--- src/rtl/bdm_pkg.sv ---
// shared types, constants and register codes for the 5x5 bayer demosaic
package bdm_pkg;

  localparam int PIX_W   = 12;
  localparam int CFG_W   = 13;
  localparam int PHASE_W = 2;
  localparam int IDX_W   = 2;
  localparam int ROW_W   = 13;
  // kernel sums reach about sixteen times full scale, plus sign
  localparam int SUM_W   = PIX_W + 6;
  localparam logic [PIX_W-1:0] PIX_MAX = {PIX_W{1'b1}};

  localparam logic [CFG_W-1:0]   WIDTH_RST  = 13'd1920;
  localparam logic [CFG_W-1:0]   HEIGHT_RST = 13'd1080;
  localparam logic [PHASE_W-1:0] PHASE_RST  = 2'd0;

  typedef logic [PIX_W-1:0] pix_t;
  typedef pix_t [4:0] col_t;
  typedef pix_t [3:0] line_t;
  typedef col_t [4:0] win_t;
  typedef logic signed [SUM_W-1:0] sum_t;

  typedef enum logic [IDX_W-1:0] {
    REG_FRAME_WIDTH  = 2'd0,
    REG_FRAME_HEIGHT = 2'd1,
    REG_BAYER_PHASE  = 2'd2,
    REG_ENABLE       = 2'd3
  } cfg_reg_t;

  typedef enum logic [1:0] {
    SITE_RED   = 2'd0,
    SITE_GR    = 2'd1,
    SITE_GB    = 2'd2,
    SITE_BLUE  = 2'd3
  } site_t;

  typedef struct packed {
    logic  emit;
    logic  active;
    site_t site;
  } ctrl_t;

  typedef struct packed {
    logic req_type;
    pix_t raw_pixel;
  } in_word_t;

  typedef struct packed {
    pix_t red;
    pix_t green;
    pix_t blue;
  } out_word_t;

endpackage

--- src/rtl/bdm_window.sv ---
// 5x5 sample window, shifts one column left when a new column loads
module bdm_window (
  input  logic          clk,
  input  logic          rst_n,
  input  logic          load,
  input  bdm_pkg::col_t col_in,
  output bdm_pkg::win_t win
);

  bdm_pkg::win_t win_r;
  bdm_pkg::win_t win_nxt;

  always_comb begin
    win_nxt = win_r;
    for (int i = 0; i < 5; i++) begin
      for (int j = 0; j < 4; j++) begin
        win_nxt[i][j] = win_r[i][j+1];
      end
      win_nxt[i][4] = col_in[i];
    end
  end

  always_ff @(posedge clk) begin
    if (!rst_n) begin
      win_r <= '0;
    end else if (load) begin
      win_r <= win_nxt;
    end
  end

  assign win = win_r;

endmodule

--- config.mk ---
export PLATFORM = sky130hd
export DESIGN_NAME = bdm_window
export DESIGN_NICKNAME = d
export VERILOG_FILES = /design/src/rtl/bdm_pkg.sv /design/src/rtl/bdm_window.sv
export SDC_FILE = /design/constraint.sdc
export NUM_CORES = 1
export LEC_CHECK = 0
export BUFFER_PORTS_ARGS = -buffer_cell sky130_fd_sc_hd__buf_4
export CAP_MARGIN = 40
export CELL_PAD_IN_SITES_DETAIL_PLACEMENT = 0
export CELL_PAD_IN_SITES_GLOBAL_PLACEMENT = 2
export CORE_MARGIN = 5
export CORE_UTILIZATION = 34
export CTS_BUF_LIST = sky130_fd_sc_hd__clkbuf_4
export DETAILED_ROUTE_END_ITERATION = 8
export MAX_ROUTING_LAYER = met4
export PLACE_DENSITY_LB_ADDON = 0.1
export SLEW_MARGIN = 5
export SYNTH_ARGS = -nofsm -noshare
export SYNTH_HDL_FRONTEND = slang
export SYNTH_SLANG_ARGS = --single-unit
export TNS_END_PERCENT = 1
--- constraint.sdc ---
create_clock -name clk -period 1.4 [get_ports clk]
set_clock_uncertainty 0.2 [all_clocks]
set_input_delay 0.14 -clock clk [delete_from_list [all_inputs] [get_ports clk]]
set_output_delay 0.14 -clock clk [all_outputs]
set_load 0.1 [all_outputs]
==> Yosys cells after proc, flatten, opt, wreduce, memory -nomap -nowiden <==
Cells that the tools add are included.
{ "totals": {"out_inout_bits": 300, "ff_bits": 300, "input_bits": 63, "word_cells": 25} }

==> Depth between registers and ports, before layout <==
{ "logic_depth": {"word_depth": 0, "depth_mapped": 5} }

==> Worst setup path before layout <==
OpenSTA, ideal clock, no wires.
{ "synth_path": {"path_type": "register to register", "startpoint": "register win_r (netlist bit win[12])", "endpoint": "register win_r (netlist bit win[0])", "required_time_ps": 1133, "n_path_buf": 0, "setup_time_ps": 67, "synth_period_minus_slack_ps": 1490, "arrival_ps": 1223, "path_stages_with_launch": 3, "setup_slack_ps": -90, "cell_sequence": "dfxtp_1 -> mux2i_1 -> nor2b_1"} }
{ "synth_rtl": {"columns": ["item", "line_no", "source"], "rows": [
  ["start, declared", "bdm_window.sv:10", "bdm_pkg::win_t win_r;"],
  ["start signal, assigned", "bdm_window.sv:27", "win_r <= win_nxt;"]
]} }

==> Worst setup path after layout <==
{ "layout_path": {"startpoint": "register win_r (netlist bit win[218])", "endpoint": "output port win[218] in the netlist's numbering"} }
{ "layout_rtl": {"columns": ["item", "line_no", "source"], "rows": [
  ["end, declared", "bdm_window.sv:7", "output bdm_pkg::win_t win"]
]} }
No word-level cell between the ends.

==> impl_results.md <==
- R2R Setup Slk: -0.02 ns
- Headroom to the max-slew limit: 0.447
- Vias per cell: about 4.4
- Status: complete, but fails checks
- Cell family contributing the most delay on the critical path: flip-flops
- Final count of negative-setup-slack endpoints: 301
- Cell area after layout: roughly 23,000 sq um
- Mean post-synth cell area: 12.1 sq um
- CTS clk-pin slew, worst paths: about 0.06 ns
- Sequential area share after synthesis: 0.514
- TritonCTS clock tree: yes
- Highest attainable clock frequency: 0.623 GHz
- ANT nets after route: 0
- Start point of the worst min-delay path: load
- Fin. Hold Viols: approximately 100
- Max FFs per register: 300
- Combined area of all synthesized cells: 11,700 sq um
- Peak fanout along the critical path: 2
- Wire length per cell: 17.2 um
- Met3 wire length: slightly above 3 mm
- Height of the die: a little under 200 um
- Ordered cell list for the critical path: buf_12
- Fin Setup TNS: -52.01 ns
- Total number of H-tree levels: 3
- Number of stages on the worst hold path: 3
- Hold crit path type: in2reg
- Largest incremental delay on the critical path: about 0.38 ns
- Time the worst path needs with I/O delays and setup: between 1.5 and 2 ns
- Post-route met1 wirelength: around 14 mm
- Worst hold margin: -0.375 ns
- Worst flop-to-flop path endpoint: win[148]$_SDFFE_PN0P_
- Placed inst area: 14,600 sq um
- Least-Margin Pin Slew: 0.830 ns
- Placer congestion estimate: between 0.7 and 0.8
- Fraction of layout instances using a drive strength above 1: 0.507
- Aggregate global-route resource usage: 0.189
- Area Growth Syn to Fin: 95.1%
- Detailed Routing Iterations Pass 1: 4
- Total power after layout: 20,900 uW
- Number of max-slew violations in the final report: 0
- Synthesized flop and latch total: 300
- Clock Sinks: 300
- Setup repair after global routing missed its margin: yes
- Library cell with the largest summed area after synthesis: dfxtp_1
- Worst r2r path cells: 3
- Max-Cap Viols: 0
- Bufs and invs on worst path: 1
- Area share of the largest cell type after synthesis: 0.514
- Worst flop-to-flop path startpoint: win[148]$_SDFFE_PN0P_
- Post-synthesis instance total: ~970
- Net Count, Synth: 1,030
- Share of the clock period used by the worst path after layout: 1.15
- Met2 routed wirelength: approximately 18 mm
- Data required time at the worst endpoint: 1.06 ns
- Pwr/cell area: a little over 900 nW/um^2
- Unique masters post-synth: 7
- Highest Signal Layer: met4
- Hold Crit Endpoint: win[38]$_SDFFE_PN0P_
- Max clock buf depth: 3
- Final wirelength: around 36 mm
- Count of buffers from port buffering: around 360
- Number of global-route vias before repair: 10,000
- Classification of the worst setup path: reg2out
- Largest net degree at the start of global routing: between 60 and 70
- TritonCTS buffer count: 85
- Root Buffer Master: clkbuf_4
- DR DRC count: 0
- Clock Latency Late Sink: 0.71 ns
- VDD IR max: 0.000777 V
- DR iter-0 viols: 266
- Std-Cell Rows: 67
- Least setup slack across all paths after layout: -0.205 ns
- Data arrival time of the worst path: 1.26 ns
- CORE AREA: between 30,000 and 40,000 sq um
- Yosys warning total: 0
- Largest cells by area after synthesis: dfxtp_1, mux2i_1, nor2b_1, buf_12, clkbuf_1
- Initial cell density of the core: 0.347
- Nature of the critical path endpoint: output port
- Area of the die: about 38,000 sq um
- Leakage component of the power: ~0.0095 uW
- Antenna violations before repair: 3
- Overflow after GRT: 0
- Wire length of the first global-routing pass: about 57 mm
- Net count reported at finish: 1,663
- Post-DP HPWL: around 22 mm
- Vias after detailed routing: ~9,300
- Violated checks: negative hold slack, negative setup slack
- Crit start category: flip-flop
- Boundary Pins: 363
- Width of the die: between 150 and 200 um
- Slowest stage cell on the critical path: dfxtp_4
## final cells by class
cell class | instances | area [sq um]
fillers | 2470 | 10900
repair buffers | 613 | 9300
flip-flops and latches | 300 | 6950
multi-input cells | 600 | 4880
clock buffers | 131 | 983
well taps | 448 | 561
clock inverters | 13 | 103
diodes | 3 | 7.51
## cells in the mapped netlist
cell type  count
buf_6          1
mux2i_1      300
buf_2          2
nor2b_1      300
clkbuf_1      31
dfxtp_1      300
buf_12        33
## per-stage QoR
stage	util	worst slack (ns)	hold slack (ns)	instances
final	0.676	-0.205	-0.375	2108
after detailed placement	0.434	0.0863	0.203	1743
after global placement	0.434	0.0992	0.194	1743
after CTS	0.658	-0.302	-0.476	2101
after global routing	0.676	-0.325	-0.456	2108
after floorplan	-	-0.0896	0.109	967
## report_power, final
group / switching [uW] / internal (uW)
Clock: 3570 / 4570
Combinational: 2220 / 1780
Sequential: 293 / 8460
## placed cells by master, fill, tap and decap left out
master          synthesis  layout
dlygate4sd3_1           0     126
dfxtp_4                 0     229
buf_8                   0       1
nor2b_1               300     300
dlymetal6s4s_1          0      83
mux2i_1               300     300
bufinv_16               0       2
clkbuf_4                0     131
clkinv_2                0       1
buf_16                  0       1
inv_2                   0       2
buf_12                 33     315
diode_2                 0       3
dfxtp_2                 0      71
clkinv_1                0       8
buf_4                   0      87
## per-layer routing
metal | up-vias | global-route usage
met4 | 0 | 0.0628
met3 | 73 | 0.0837
li1 | 4572 | -
met2 | 283 | 0.305
met1 | 4374 | 0.211
met5 | - | -
## cell families (layout without fill, tap and decap cells)
logic type | after synthesis | in the layout | synth area share
mux | 300 | 300 | 0.257
flops | 300 | 300 | 0.514
simple gates | 300 | 300 | 0.161
buf+inv | 67 | 757 | 0.0683
other cells | 0 | 3 | 0
## worst max path at each step
stage / from / end / slack, ns / depth (start not counted)
floorplan: win[12]$_SDFFE_PN0P_ / win[0]$_SDFFE_PN0P_ / -0.09 / 2
global placement: load / win[181]$_SDFFE_PN0P_ / 0.1 / 4
detailed placement: load / win[128]$_SDFFE_PN0P_ / 0.09 / 4
CTS: win[210]$_SDFFE_PN0P_ / win[210] / -0.30 / 1
global route: win[32]$_SDFFE_PN0P_ / win[32] / -0.32 / 1
finish: win[218]$_SDFFE_PN0P_ / win[218] / -0.20 / 1
## timing repair
action                                  in CTS  in global routing
resized for setup                         1286                225
hold buffers                               206                  3
pin swaps                                    0                  0
buffers inserted                             8                  1
endpoints found under the setup margin     300                451
hold endpoints to repair                   300                135
Power figures use the tool's default switching activity.
