**src/rtl/bdm_pkg.sv**
```systemverilog
// shared types, constants and register codes for the 5x5 bayer demosaic
package bdm_pkg;

  localparam int PIX_W   = 12;
  localparam int CFG_W   = 13;
  localparam int PHASE_W = 2;
  localparam int IDX_W   = 2;
  localparam int ROW_W   = 13;
  // kernel sums reach about sixteen times full scale, plus sign
  localparam int SUM_W   = PIX_W + 6;
  localparam logic [PIX_W-1:0] PIX_MAX = {PIX_W{1'b1}};

  localparam logic [CFG_W-1:0]   WIDTH_RST  = 13'd1920;
  localparam logic [CFG_W-1:0]   HEIGHT_RST = 13'd1080;
  localparam logic [PHASE_W-1:0] PHASE_RST  = 2'd0;

  typedef logic [PIX_W-1:0] pix_t;
  typedef pix_t [4:0] col_t;
  typedef pix_t [3:0] line_t;
  typedef col_t [4:0] win_t;
  typedef logic signed [SUM_W-1:0] sum_t;

  typedef enum logic [IDX_W-1:0] {
    REG_FRAME_WIDTH  = 2'd0,
    REG_FRAME_HEIGHT = 2'd1,
    REG_BAYER_PHASE  = 2'd2,
    REG_ENABLE       = 2'd3
  } cfg_reg_t;

  typedef enum logic [1:0] {
    SITE_RED   = 2'd0,
    SITE_GR    = 2'd1,
    SITE_GB    = 2'd2,
    SITE_BLUE  = 2'd3
  } site_t;

  typedef struct packed {
    logic  emit;
    logic  active;
    site_t site;
  } ctrl_t;

  typedef struct packed {
    logic req_type;
    pix_t raw_pixel;
  } in_word_t;

  typedef struct packed {
    pix_t red;
    pix_t green;
    pix_t blue;
  } out_word_t;

endpackage

```
**src/rtl/bdm_interp.sv**
```systemverilog
// gradient-corrected 5x5 kernels, site select and clipping
module bdm_interp (
  input  bdm_pkg::win_t     win,
  input  bdm_pkg::ctrl_t    ctrl,
  output bdm_pkg::out_word_t rgb
);

  bdm_pkg::sum_t c, n02, n20, n42, n24, n12, n21, n32, n23;
  bdm_pkg::sum_t d11, d13, d31, d33;
  bdm_pkg::sum_t s_cross, g_sum, opp_sum, hor_sum, ver_sum;
  bdm_pkg::pix_t g_pix, opp_pix, hor_pix, ver_pix;

  function automatic bdm_pkg::sum_t ext(input bdm_pkg::pix_t p);
    ext = $signed({{(bdm_pkg::SUM_W - bdm_pkg::PIX_W){1'b0}}, p});
  endfunction

  // divide by 8 then clip; any negative sum clips to zero either way
  function automatic bdm_pkg::pix_t clip8(input bdm_pkg::sum_t t);
    bdm_pkg::sum_t q;
    q = t >>> 3;
    if (t[bdm_pkg::SUM_W-1]) begin
      clip8 = '0;
    end else if (q > ext(bdm_pkg::PIX_MAX)) begin
      clip8 = bdm_pkg::PIX_MAX;
    end else begin
      clip8 = q[bdm_pkg::PIX_W-1:0];
    end
  endfunction

  always_comb begin
    c   = ext(win[2][2]);
    n02 = ext(win[0][2]);
    n20 = ext(win[2][0]);
    n42 = ext(win[4][2]);
    n24 = ext(win[2][4]);
    n12 = ext(win[1][2]);
    n21 = ext(win[2][1]);
    n32 = ext(win[3][2]);
    n23 = ext(win[2][3]);
    d11 = ext(win[1][1]);
    d13 = ext(win[1][3]);
    d31 = ext(win[3][1]);
    d33 = ext(win[3][3]);

    s_cross = n02 + n20 + n42 + n24;
    g_sum   = (c <<< 2) - s_cross + ((n32 + n23 + n12 + n21) <<< 1);
    // three halves of the far cross; the sum can go negative and then clips to zero
    opp_sum = (c <<< 2) + (c <<< 1) - ((s_cross + (s_cross <<< 1)) >>> 1)
            + ((d11 + d13 + d31 + d33) <<< 1);
    hor_sum = (c <<< 2) + c - n20 - d11 - d31 - d13 - d33 - n24
            + ((n02 + n42) >>> 1) + ((n21 + n23) <<< 2);
    ver_sum = (c <<< 2) + c - n02 - d11 - d13 - n42 - d31 - d33
            + ((n20 + n24) >>> 1) + ((n12 + n32) <<< 2);

    g_pix   = clip8(g_sum);
    opp_pix = clip8(opp_sum);
    hor_pix = clip8(hor_sum);
    ver_pix = clip8(ver_sum);

    rgb = '0;
    if (ctrl.active) begin
      case (ctrl.site)
        bdm_pkg::SITE_RED: begin
          rgb.red   = win[2][2];
          rgb.green = g_pix;
          rgb.blue  = opp_pix;
        end
        bdm_pkg::SITE_GR: begin
          rgb.red   = hor_pix;
          rgb.green = win[2][2];
          rgb.blue  = ver_pix;
        end
        bdm_pkg::SITE_GB: begin
          rgb.red   = ver_pix;
          rgb.green = win[2][2];
          rgb.blue  = hor_pix;
        end
        bdm_pkg::SITE_BLUE: begin
          rgb.red   = opp_pix;
          rgb.green = g_pix;
          rgb.blue  = win[2][2];
        end
        default: begin
          rgb = '0;
        end
      endcase
    end
  end

endmodule
```
**config.mk**
```make
export PLATFORM = sky130hd
export DESIGN_NAME = bdm_interp
export DESIGN_NICKNAME = d
export VERILOG_FILES = /design/src/rtl/bdm_pkg.sv /design/src/rtl/bdm_interp.sv
export SDC_FILE = /design/constraint.sdc
export NUM_CORES = 1
export LEC_CHECK = 0
export BUFFER_PORTS_ARGS = -buffer_cell sky130_fd_sc_hd__buf_2
export CORE_UTILIZATION = 59
export DETAILED_ROUTE_END_ITERATION = 7
export GPL_TIMING_DRIVEN = 0
export PLACE_DENSITY_LB_ADDON = 0.12
export REMOVE_ABC_BUFFERS = 1
export SETUP_SLACK_MARGIN = 0.3
export SYNTH_ARGS = -nofsm -noshare
export SYNTH_HDL_FRONTEND = slang
export SYNTH_SLANG_ARGS = --single-unit
```
**constraint.sdc**
```tcl
create_clock -name vclk -period 11.6
set_clock_uncertainty 0.05 [all_clocks]
set_input_delay 0.58 -clock vclk [all_inputs]
set_output_delay 0.58 -clock vclk [all_outputs]
set_load 0.02 [all_outputs]
```
# [Word-level counts from Yosys, hierarchy flattened]
# Cells that the tools add are included.
[op_classes] add_sub_neg=36 order_cmp=4 eq_ne=3 mux=10 n_reduce_logical=1
[ops] op="18-bit by 13-bit subtractor with 18-bit output" count=9
[ops] op="36-bit case mux with 4 select lines" count=1
[ops] op="12-bit two-way mux" count=8
[ops] op="12-bit by 12-bit adder with 13-bit output" count=7
[ops] op="14-bit by 12-bit adder with 15-bit output" count=4
[ops] op="15-bit by 13-bit > comparator with 1-bit output, second input constant" count=4
[ops] op="13-bit by 12-bit adder with 14-bit output" count=3
[ops] op="18-bit by 13-bit adder with 18-bit output" count=2
[ops] op="18-bit by 16-bit adder with 18-bit output" count=2
[ops] op="36-bit two-way mux" count=1
[ops] op="16-bit by 17-bit adder with 18-bit output" count=1
[ops] op="17-bit by 17-bit adder with 18-bit output" count=1
[ops] op="17-bit by 13-bit subtractor with 18-bit output" count=1
[ops] op="15-bit by 16-bit adder with 17-bit output" count=1
[ops] op="15-bit by 16-bit subtractor with 17-bit output" count=1
[ops] op="16-bit by 13-bit subtractor with 17-bit output" count=1
[ops] op="14-bit by 15-bit subtractor with 16-bit output" count=1
[ops] op="15-bit by 12-bit subtractor with 16-bit output" count=1
[ops] op="14-bit by 13-bit adder with 15-bit output" count=1
[ops] op="2-bit == test, second input constant" count=2
[ops] op="2-bit by 1-bit == test with 1-bit output, second input constant" count=1
[ops] op="2-bit logical NOT" count=1
[totals] ff_bits=0 inputBits=304 output_inout_bits=36 word_cells=54

# [Longest topological paths before layout]
[logic_depth] depth_word=14 ltp_mapped=37 depth_no_buf=36

# [Least setup slack after synthesis]
# OpenSTA, ideal clock, no wires.
[synth_path] path_kind="input -> output" startpoint="input port win[25] (netlist name)" endpoint="output port rgb[7] (netlist name)" arrival_time_ns=8.562 required_ns=10.970 slack_ns=2.408 cell_stages=35 path_buffers=1 cell_sequence="inv_1 > fa_1 > inv_1 > fa_1 > ha_1 > inv_1 > fa_1 > nor2b_4 > o211a_1 > o21a_1 > o21ai_0 > nand2_1 > inv_1 > ha_1 > nand2_1 > o31ai_1 > a221o_1 > a211o_1 > o22ai_1 > xnor2_1 > fa_1 > ha_1 > a21o_1 > a21oi_1 > o21ai_0 > xor2_1 > ha_1 > and3_1 > a221o_1 > o311a_1 > a32oi_1 > buf_2 > nor2_1 > o21a_1 > a211oi_1"
[synth_rtl] element="start, declared" line="bdm_interp.sv:3" text="input bdm_pkg::win_t win,"
[synth_rtl] element="end, declared" line="bdm_interp.sv:5" text="output bdm_pkg::out_word_t rgb"

==> flow_summary.yaml <==
setup_path:
  cp_top_family: "compound AO/OA/AOI/OAI gates"
  cp-end-kind: "output pin"
  arrival_ns: 10.08
  cp.depth: 33
  cp_max_fo: 14
  crit_type: "primary input to output pin"
  endpoint: "rgb[7]"
  cp-start-kind: "primary input"
  crit_path_frequent_cell: "ha_1"
  slowest_delay_ns: 0.57
  startpoint: "win[25]"
  crit_required_ns: 10.97
  crit_slowest_cell: "fa_1"
  crit_buf_inv: 6
timing:
  setup_viol: 0
  rsz0062_at_grt: "false"
  fmaxAchievable_ghz: 0.0934
  finalSetupTns_ns: 0
  hold_viol: 0
  post-route-min-period_ns: 10.71
  maxSlewViolCount: 0
  max_slew_margin: 0.0728
  final.period_utilization: 0.923
  tightest_slew_ns: 1.38
routing:
  wl_um: 46300
  wl_per_cell_um: 20.1
  vias: 13500
  drt_first_iter_violations: 994
  drcViolationCount: 0
  vias_per_cell: 5.88
  first_pass_iters: 6
  antenna_left: 0
cells_and_area:
  n_antenna_cell: 0
  final_cell_mix: "inv_1, fa_1, ha_1"
  area_growth_pct: 8.04
  fillers: 2254
  seq_area_um2: 0
  fin_nets: 2739
  multi_input_area_um2: 14000
  clkbuf_count: 0
  layout-drive-gt1-share: 0.127
  layout_commonest_cell: "inv_1"
  numSequentialCells: 0
min_path:
  hold_class: "primary input to output pin"
floorplanning:
  die_h_um: 164
  die_w_um: 164
  core-area_um2: 25500
  ios: 340
  row_count: 58
  die_area_um2: 26900
  initial_utilization: 0.608
global_route:
  grt_pass1_vias: 13600
  grtUsageTotal: 0.355
  grt_start_max_net_pins: 31
  grt-ovfl-total: 0
  grt_pass1_wl_um: 72100
  antenna_found_initial: 0
outcome:
  status: "completed"
logic_synthesis:
  syn_avg_cell_area_um2: 8.59
  ys_seq_area_frac: 0
  syn_area_um2: 15500
  netlist_instances: 1804
  yosys_warnings: 0
  ys_types: 95
placed_design:
  gp_congestion: 0.992
  io_buffer_count: 195
  dp_hpwl_um: 41700
run:
  max_cap_viol_count: 0
cts:
  cts_hold_buf: 0
  cts_resized: 0
  cts_setup_buffers: 0
tightest hold or removal path: cells and delay by family:
family	cells	cell delay [ns]
buf+inv	2	0.38
compound gates	2	0.17
logic make-up after synthesis:
logic type	after synthesis	share of synthesized area
XOR/XNOR	168	0.0965
adder cells (fa/ha/maj)	467	0.497
multiplexers	1	0.000646
buffers and inverters	384	0.0971
AO/OA/AOI/OAI	461	0.208
AND/OR/NAND/NOR	323	0.101
through the flow:
step | worst slack (ns) | area (um2) | instances | hold slack [ns] | util
2_1_floorplan | 1.94 | 15300 | 1776 | 1.26 | -
3_3_place_gp | 0.566 | 16700 | 2301 | 1.63 | 0.656
3_5_place_dp | 0.487 | 16700 | 2302 | 1.64 | 0.657
4_1_cts | 0.460 | 16700 | 2302 | 1.64 | 0.657
5_1_grt | 0.349 | 16700 | 2303 | 1.67 | 0.657
6_report | 0.894 | 16700 | 2303 | 1.65 | 0.657
layer usage:
layer / vias to the layer above / wire [um] / GRT usage
li1: 6419 / - / -
met1: 6542 / 19100 / 0.455
met2: 483 / 22000 / 0.615
met3: 91 / 2800 / 0.0247
met4: 0 / 2440 / 0.151
met5: - / 0 / 0
Yosys cell counts, types with 7 or more instances:
cell	instances	share of area
or3_1	12	0.0048
or2_2	11	0.0044
fa_1	248	0.32
nor2b_1	19	0.0077
nor4_1	7	0.0028
xor2_1	34	0.019
a21o_1	45	0.022
o31ai_1	7	0.0034
inv_1	351	0.085
o21ai_0	91	0.029
o211ai_1	16	0.0078
a21oi_1	110	0.036
o221a_1	10	0.0073
nand2_1	57	0.014
nor3_1	27	0.0087
clkbuf_1	15	0.0036
o21a_1	28	0.014
nor2_1	119	0.029
and3_1	17	0.0069
nand3_1	19	0.0061
o21bai_1	26	0.013
nand2b_1	14	0.0057
o221ai_1	12	0.0068
a211oi_1	9	0.0044
a31oi_1	15	0.0061
a21boi_0	7	0.0034
ha_1	212	0.17
xnor2_1	131	0.074
final cells by class:
| cell class | count | share of cell area |
|---|---|---|
| multi-input cells | 1420 | 0.836 |
| well taps | 330 | 0.0247 |
| repair buffers | 197 | 0.0592 |
| inverters | 356 | 0.0799 |
worst min path at each step:
stage	from	to	slack, ns	depth (start not counted)
floorplan	ctrl[2]	rgb[31]	1.26	1
global placement	ctrl[2]	rgb[24]	1.63	4
detailed placement	ctrl[2]	rgb[25]	1.64	4
CTS	ctrl[2]	rgb[25]	1.64	4
global route	ctrl[2]	rgb[31]	1.67	3
finish	ctrl[2]	rgb[25]	1.65	4
Power is left out: the tool's default activity adds up to more than one toggle a clock period on the data nets, which glitch-free logic cannot reach.
